--- config.mk ---
export PLATFORM = sky130hd
export DESIGN_NAME = rsc_kernel
export DESIGN_NICKNAME = d
export VERILOG_FILES = /design/src/design/rsc_pkg.sv /design/src/design/rsc_kernel.sv
export SDC_FILE = /design/constraint.sdc
export NUM_CORES = 1
export LEC_CHECK = 0
export ABC_CLOCK_PERIOD_IN_PS = 14100
export BUFFER_PORTS_ARGS = -buffer_cell sky130_fd_sc_hd__buf_2
export CAP_MARGIN = 20
export CELL_PAD_IN_SITES_DETAIL_PLACEMENT = 0
export CELL_PAD_IN_SITES_GLOBAL_PLACEMENT = 1
export CORE_MARGIN = 2
export CORE_UTILIZATION = 45
export DETAILED_ROUTE_END_ITERATION = 10
export GPL_ROUTABILITY_DRIVEN = 0
export PLACE_DENSITY = 0.94
export SKIP_LAST_GASP = 1
export SLEW_MARGIN = 15
export SYNTH_ARGS = -nofsm -noshare
export SYNTH_HDL_FRONTEND = slang
export SYNTH_SLANG_ARGS = --single-unit
export TNS_END_PERCENT = 10
--- constraint.sdc ---
create_clock -name vclk -period 14.1
set_clock_uncertainty 0.15 [all_clocks]
set_input_delay 2.115 -clock vclk [all_inputs]
set_output_delay 2.115 -clock vclk [all_outputs]
set_load 0.005 [all_outputs]
--- src/design/rsc_pkg.sv ---
// rsc_pkg: shared types, register codes and constants of the RGB 3x3 sharpen filter.
// No dependencies; imported by every RTL module of the block.
`timescale 1ns / 1ps

package rsc_pkg;

	localparam int MAX_WIDTH_DEF = 1024;

	localparam int CHAN_W   = 8;
	localparam int NUM_CHAN = 3;
	localparam int PIX_W    = CHAN_W * NUM_CHAN;

	// configuration register widths
	localparam int FW_W       = 11;
	localparam int FH_W       = 12;
	localparam int SPLIT_W    = 11;
	localparam int GAIN_W     = 4;
	localparam int BIAS_W     = 9;
	localparam int CFG_DATA_W = 12;
	localparam int CFG_IDX_W  = 3;

	localparam logic [FW_W-1:0]           FW_RST    = 11'd640;
	localparam logic [FH_W-1:0]           FH_RST    = 12'd480;
	localparam logic [SPLIT_W-1:0]        SPLIT_RST = 11'd320;
	localparam logic [GAIN_W-1:0]         GAIN_RST  = 4'd3;
	localparam logic signed [BIAS_W-1:0]  BIAS_RST  = 9'sd1;

	// kernel: 9*centre minus the eight neighbours, result clamped to video range
	localparam int CTR_WEIGHT = 9;
	localparam int CLAMP_LO   = 16;
	localparam int CLAMP_HI   = 240;

	localparam int WIN_COLS = 6;
	localparam int NB_TAPS  = 9;
	localparam int NB_CTR   = 4;

	// channel 2 is red, 1 is green, 0 is blue
	typedef logic [NUM_CHAN-1:0][CHAN_W-1:0] pixel_t;

	typedef enum logic [CFG_IDX_W-1:0] {
		CFG_FRAME_WIDTH  = 3'd0,
		CFG_FRAME_HEIGHT = 3'd1,
		CFG_SPLIT_COLUMN = 3'd2,
		CFG_GAIN         = 3'd3,
		CFG_BIAS         = 3'd4
	} cfg_idx_t;

	typedef struct packed {
		logic                     inner;
		logic [GAIN_W-1:0]        gain;
		logic signed [BIAS_W-1:0] bias;
	} kern_ctl_t;

endpackage

--- src/design/rsc_kernel.sv ---
// rsc_kernel: per-channel 3x3 sharpen, gain, bias and clamp, or centre pass-through.
// Depends on rsc_pkg (pixel_t, kern_ctl_t, kernel constants).
`timescale 1ns / 1ps

module rsc_kernel import rsc_pkg::*; (
	input  pixel_t    nb [NB_TAPS],
	input  kern_ctl_t ctl,
	output pixel_t    res
);

	localparam int SUM_W = CHAN_W + 3;
	localparam int K_W   = CHAN_W + 5;
	localparam int V_W   = K_W + GAIN_W + 2;

	logic [SUM_W-1:0]        nsum   [NUM_CHAN];
	logic [K_W-1:0]          ctr9   [NUM_CHAN];
	logic signed [K_W-1:0]   kern   [NUM_CHAN];
	logic signed [V_W-1:0]   scaled [NUM_CHAN];
	logic signed [V_W-1:0]   biased [NUM_CHAN];
	logic [CHAN_W-1:0]       clip   [NUM_CHAN];

	always_comb begin
		for (int c = 0; c < NUM_CHAN; c++) begin
			nsum[c] = '0;
			for (int t = 0; t < NB_TAPS; t++) begin
				if (t != NB_CTR) begin
					nsum[c] = nsum[c] + SUM_W'(nb[t][c]);
				end
			end
			ctr9[c]   = K_W'(nb[NB_CTR][c]) * K_W'(CTR_WEIGHT);
			kern[c]   = $signed(ctr9[c]) - $signed(K_W'(nsum[c]));
			scaled[c] = V_W'(kern[c]) * $signed(V_W'(ctl.gain));
			biased[c] = scaled[c] + V_W'($signed(ctl.bias));
			if (biased[c] < V_W'(CLAMP_LO)) begin
				clip[c] = CHAN_W'(CLAMP_LO);
			end else if (biased[c] > V_W'(CLAMP_HI)) begin
				clip[c] = CHAN_W'(CLAMP_HI);
			end else begin
				clip[c] = biased[c][CHAN_W-1:0];
			end
			res[c] = ctl.inner ? clip[c] : nb[NB_CTR][c];
		end
	end

endmodule

==> results of run 1 <==
timing repair:
item                                    4_1_cts  5_1_grt
endpoints found under the setup margin        0        8
buffers inserted                              0        0
gates resized for setup                       0        2
cell families after synthesis:
logic type / share of synthesized area [%]
muxes: 0.484
buffers and inverters: 15.0
adders and majority gates: 57.0
AOI/OAI and AO/OA: 10.7
xor gates and xnor gates: 3.92
and+or+nand+nor: 12.9
layout by cell type, fill, tap and decap left out, types with 20 or more instances in the layout:
cell,netlist,routed
xnor2_1,38,38
buf_2,1,254
fa_1,300,300
nand3_1,20,20
and3_1,36,36
inv_1,562,562
xor2_1,28,28
nand2_1,42,42
a21o_1,29,29
a21oi_1,60,60
and2_1,112,112
o21ai_0,31,30
ha_1,189,189
nor2_1,37,37
path summary, 6_finish.rpt:
kind              slack [ns]     from      end
setup / recovery        0.49  nb[122]   res[6]
hold / removal          4.45  nb[110]  res[14]
routing by layer:
layer / part of all wire [%] / wire length (um)
met5: 0 / 0
met4: 2.9 / 939
met3: 3.7 / 1180
met2: 52 / 16800
met1: 41 / 13200
metrics by stage:
step / cells / hold slack, ns / setup slack (ns) / utilization [%] / area [um^2]
after floorplan: 1716 / 4.19 / 1.15 / - / 14700
after global placement: 2386 / 4.44 / 0.476 / 50.9 / 16500
after detailed placement: 2386 / 4.44 / 0.305 / 50.9 / 16500
after CTS: 2386 / 4.44 / 0.279 / 50.9 / 16500
after global routing: 2387 / 4.45 / 0.00153 / 50.9 / 16500
final: 2387 / 4.45 / 0.486 / 50.9 / 16500
tightest hold or removal path, delay by kind of cell:
| kind | cells | cell delay, ns |
|---|---|---|
| AO/OA/AOI/OAI | 1 | 0.07 |
| buffers and inverters | 2 | 0.23 |
| AND/OR/NAND/NOR | 1 | 0.06 |
final cells by class:
cell class                 count  area (um^2)
fill                        3074        15900
tap                          442          553
inverter                     563         2110
antenna                        1         2.50
timing repair buffer         254         1270
multi-input combinational   1127        12500
synth_stat cells, types with 3 or more instances:
| library cell | number | share of area [%] |
|---|---|---|
| inv_1 | 562 | 14 |
| fa_1 | 300 | 41 |
| ha_1 | 189 | 16 |
| and2_1 | 112 | 4.8 |
| a21oi_1 | 60 | 2.0 |
| nand2_1 | 42 | 1.1 |
| xnor2_1 | 38 | 2.3 |
| nor2_1 | 37 | 0.94 |
| and3_1 | 36 | 1.5 |
| o21ai_0 | 31 | 1.1 |
| a21o_1 | 29 | 1.5 |
| xor2_1 | 28 | 1.7 |
| clkbuf_1 | 23 | 0.59 |
| nand3_1 | 20 | 0.68 |
| nor3_1 | 19 | 0.64 |
| nand4_1 | 11 | 0.47 |
| o211ai_1 | 11 | 0.56 |
| o21bai_1 | 11 | 0.56 |
| a211oi_1 | 10 | 0.51 |
| nand2b_1 | 9 | 0.38 |
| nor2b_1 | 9 | 0.38 |
| o21a_1 | 8 | 0.41 |
| a22o_1 | 7 | 0.42 |
| nor4_1 | 7 | 0.30 |
| or2_2 | 7 | 0.30 |
| mux2i_1 | 6 | 0.41 |
| nor3b_1 | 5 | 0.25 |
| o31ai_1 | 5 | 0.25 |
| o41a_1 | 5 | 0.38 |
| or4_1 | 5 | 0.25 |
| a31oi_1 | 4 | 0.17 |
| a32o_1 | 4 | 0.27 |
| or3_1 | 4 | 0.17 |
| a221o_1 | 3 | 0.20 |
| a41oi_1 | 3 | 0.18 |
| maj3_1 | 3 | 0.20 |
| o2111ai_1 | 3 | 0.18 |
| o22ai_1 | 3 | 0.13 |
| o311ai_0 | 3 | 0.18 |
==> impl_metrics.csv, run 1 <==
group,metric,value,unit
global_route,grt_start_max_net_pins,43,
layout,nFlopsAndLatches,0,
detailed_routing,drt-initial-drc-count,356,
detailed_routing,ant_nets,0,
setup_path,critPathTopFamily,"adder cells",
detailed_routing,vias,11769,
global_route,antenna_found_initial,1,
logic_synthesis,syn_inst,1716,
layout,sequential_cell_area,0,um^2
sta,worst-slew-pin-transition,1.07,ns
setup_path,worstSetupPathType,"in2out",
die,die_height,185,um
detailed_routing,wire_per_inst,13.5,um
detailed_routing,drc_errors,0,
sta,finalMaxSlewViolations,0,
global_route,grt_pass1_vias,12424,
die,fp.coreArea,32400,um^2
layout,fin_nets,2665,
setup_path,crit_fanout,9,
global_route,gr-total-overflow,0,
logic_synthesis,synthesis.nets,2435,
setup_path,cp_slowest_stage_delay,0.56,ns
setup_path,crit_path_top_delay_cell,"or4_4",
die,die_x,185,um
die,fp-row-count,66,
hold_path,hold_class,"in2out",
setup_path,end_kind,"output pin",
sta,fmax,0.0735,GHz
setup_path,worstPathArrival,11.35,ns
sta,period_share,96.6,%
sta,setup_viol,0,
global_route,top_usage_layer,"met2",
global_route,grt_use_met3,1.36,%
logic_synthesis,yosys.cell_types.count,72,
clock_network,ctsHoldBuffers,0,
placement,portBuffers,254,
setup_path,worstPathRequired,11.84,ns
global_route,met1_usage,23.5,%
die,start_util,45.6,%
layout,drive_gt1_share,13.9,%
sta,finalCriticalPeriod,13.61,ns
die,io-pin-count,254,
sta,rsz0062_at_grt,"false",
logic_synthesis,syn_area_per_cell,8.60,um^2
sta,hold_violations,0,
logic_synthesis,yosys_warnings,0,
global_route,grt_first_pass_wirelength,54900,um
detailed_routing,firstDrtPassIters,5,
hold_path,whs_path_depth,4,
sta,slew_headroom,27.1,%
die,die_area,34200,um^2
setup_path,worst-path-stages,33,
global_route,grtUsageTotal,19.3,%
setup_path,worst-path-buf-inv,7,
detailed_routing,drt-total-wl,32100,um
outcome,status,"finished clean",
global_route,met2_usage,36.7,%
layout,area_growth,11.7,%
setup_path,setup.worst_path.start_class,"input pin",
logic_synthesis,synth_area,14700,um^2
run,maxCapViolCount,0,
layout,clock_buffers,0,
setup_path,crit_top_cell,"fa_1",
detailed_routing,via_per_inst,4.93,
sta,timing.setup.tns,0,ns
placement,place_hpwl,28900,um
logic_synthesis,yosysSeqAreaShare,0,%
Power of run 1 is not shown: default switching activity piles up to over one toggle a cycle in this logic, so the estimate is an artifact.
==> run 2: changes to the inputs <==
- ABC_CLOCK_PERIOD_IN_PS: 14100 -> 12100
- CORE_UTILIZATION: 45 -> 41
- PLACE_DENSITY: 0.94 -> 0.9
- clock period: 14.1 -> 12.1 ns (I/O delays scaled with it)
==> impl_metrics.csv, run 2 (synthesis results as in run 1) <==
group,metric,value,unit
outcome,status,"complete, but fails checks",
outcome,violations,"setup timing",
die,io-pin-count,254,
layout,n_antenna_cell,0,
sta,holdWs,3.85,ns
sta,rsz0062_at_grt,"true",
detailed_routing,wire_per_inst,13.5,um
sta,setup_slack,-0.188,ns
sta,period_share,102,%
clock_network,ctsHoldBuffers,0,
die,fp-row-count,69,
setup_path,worstPathRequired,10.14,ns
setup_path,crit_path_top_delay_cell,"fa_1",
detailed_routing,firstDrtPassIters,4,
die,fp.coreArea,35500,um^2
die,die_area,37500,um^2
layout,drive_gt1_share,20.3,%
layout,sequential_cell_area,0,um^2
sta,fmax,0.0814,GHz
die,start_util,41.6,%
sta,setup_viol,16,
placement,portBuffers,254,
sta,worst-slew-pin-transition,0.836,ns
hold_path,hold_class,"in2out",
sta,slew_headroom,43.9,%
global_route,gr-total-overflow,0,
setup_path,end_kind,"output pin",
sta,finalCriticalPeriod,12.29,ns
setup_path,crit_start,"nb[74]",
setup_path,crit_end,"res[2]",
setup_path,crit_top_cell,"fa_1",
detailed_routing,drc_errors,0,
setup_path,setup.worst_path.start_class,"input pin",
sta,finalMaxSlewViolations,0,
layout,final_cell_mix,"inv_1 (555), fa_1 (298), buf_2 (253)",
run,maxCapViolCount,0,
layout,fin_nets,2762,
detailed_routing,via_per_inst,4.82,
detailed_routing,vias,12062,
global_route,grt_first_pass_wirelength,58400,um
die,die_height,194,um
layout,area_growth,18.7,%
setup_path,worstSetupPathType,"in2out",
layout,clock_buffers,0,
global_route,grt_start_max_net_pins,43,
global_route,grt_pass1_vias,12982,
placement,place_hpwl,30200,um
setup_path,crit_fanout,5,
die,die_x,194,um
detailed_routing,ant_nets,0,
global_route,antenna_found_initial,0,
layout,nFlopsAndLatches,0,
layout,layout.cells.most_common,"inv_1",
layout,fillers,3335,
detailed_routing,drt-initial-drc-count,457,
global_route,grtUsageTotal,18.2,%
detailed_routing,drt-total-wl,33800,um
setup_path,worstPathArrival,10.32,ns
sta,hold_violations,0,
setup_path,cp_slowest_stage_delay,0.58,ns
## run 2: worst max-delay path: cells and delay by family
| kind | cells | cell delay, ns |
|---|---|---|
| AND/OR/NAND/NOR | 5 | 1.55 |
| adder cells (fa/ha/maj) | 10 | 4.36 |
| AO/OA/AOI/OAI | 10 | 2.19 |
| buffers and inverters | 7 | 0.42 |
## run 2: metrics by stage
| step | cell area, um^2 | util, % | setup TNS, ns | setup WS, ns | instances |
|---|---|---|---|---|---|
| 6_report | 17500 | 49.3 | -2.18 | -0.188 | 2502 |
| 3_3_place_gp | 17200 | 48.5 | -3.56 | -0.402 | 2496 |
| 2_1_floorplan | 14800 | - | 0 | 0.00524 | 1716 |
| 3_5_place_dp | 17200 | 48.5 | -5.65 | -0.528 | 2496 |
| 5_1_grt | 17500 | 49.3 | -12.14 | -0.561 | 2502 |
| 4_1_cts | 17400 | 49.0 | -3.92 | -0.289 | 2501 |
## run 2: cell type report
class / instances / area (um^2) / share of cell area (%)
Multi-Input combinational cell: 1127 / 12800 / 73.2
Inverter: 563 / 2110 / 12.1
Timing Repair Buffer: 351 / 2010 / 11.5
Tap cell: 461 / 577 / 3.29
## run 2: layer usage
metal	GRT usage (%)	wire, um	vias up	part of all wire [%]
met5	0	0	-	0
met4	1.47	268	0	0.79
met3	0.696	774	15	2.3
met2	35.8	18800	147	56
met1	22.9	13900	5976	41
li1	-	-	5924	-
## run 2: timing repair
action,4_1_cts,5_1_grt
resized for setup,22,31
pin swaps,32,12
endpoints found under the setup margin,24,24
setup buffers,5,1
## run 2: worst min path at each step
| stage | from | end | slack (ns) | cells past startpoint |
|---|---|---|---|---|
| floorplan | nb[110] | res[14] | 3.59 | 2 |
| global placement | nb[110] | res[14] | 3.85 | 4 |
| detailed placement | nb[110] | res[14] | 3.85 | 4 |
| CTS | nb[110] | res[14] | 3.85 | 4 |
| global route | nb[102] | res[6] | 3.87 | 3 |
| finish | nb[110] | res[14] | 3.85 | 4 |
Power of run 2 is left out for the same reason.
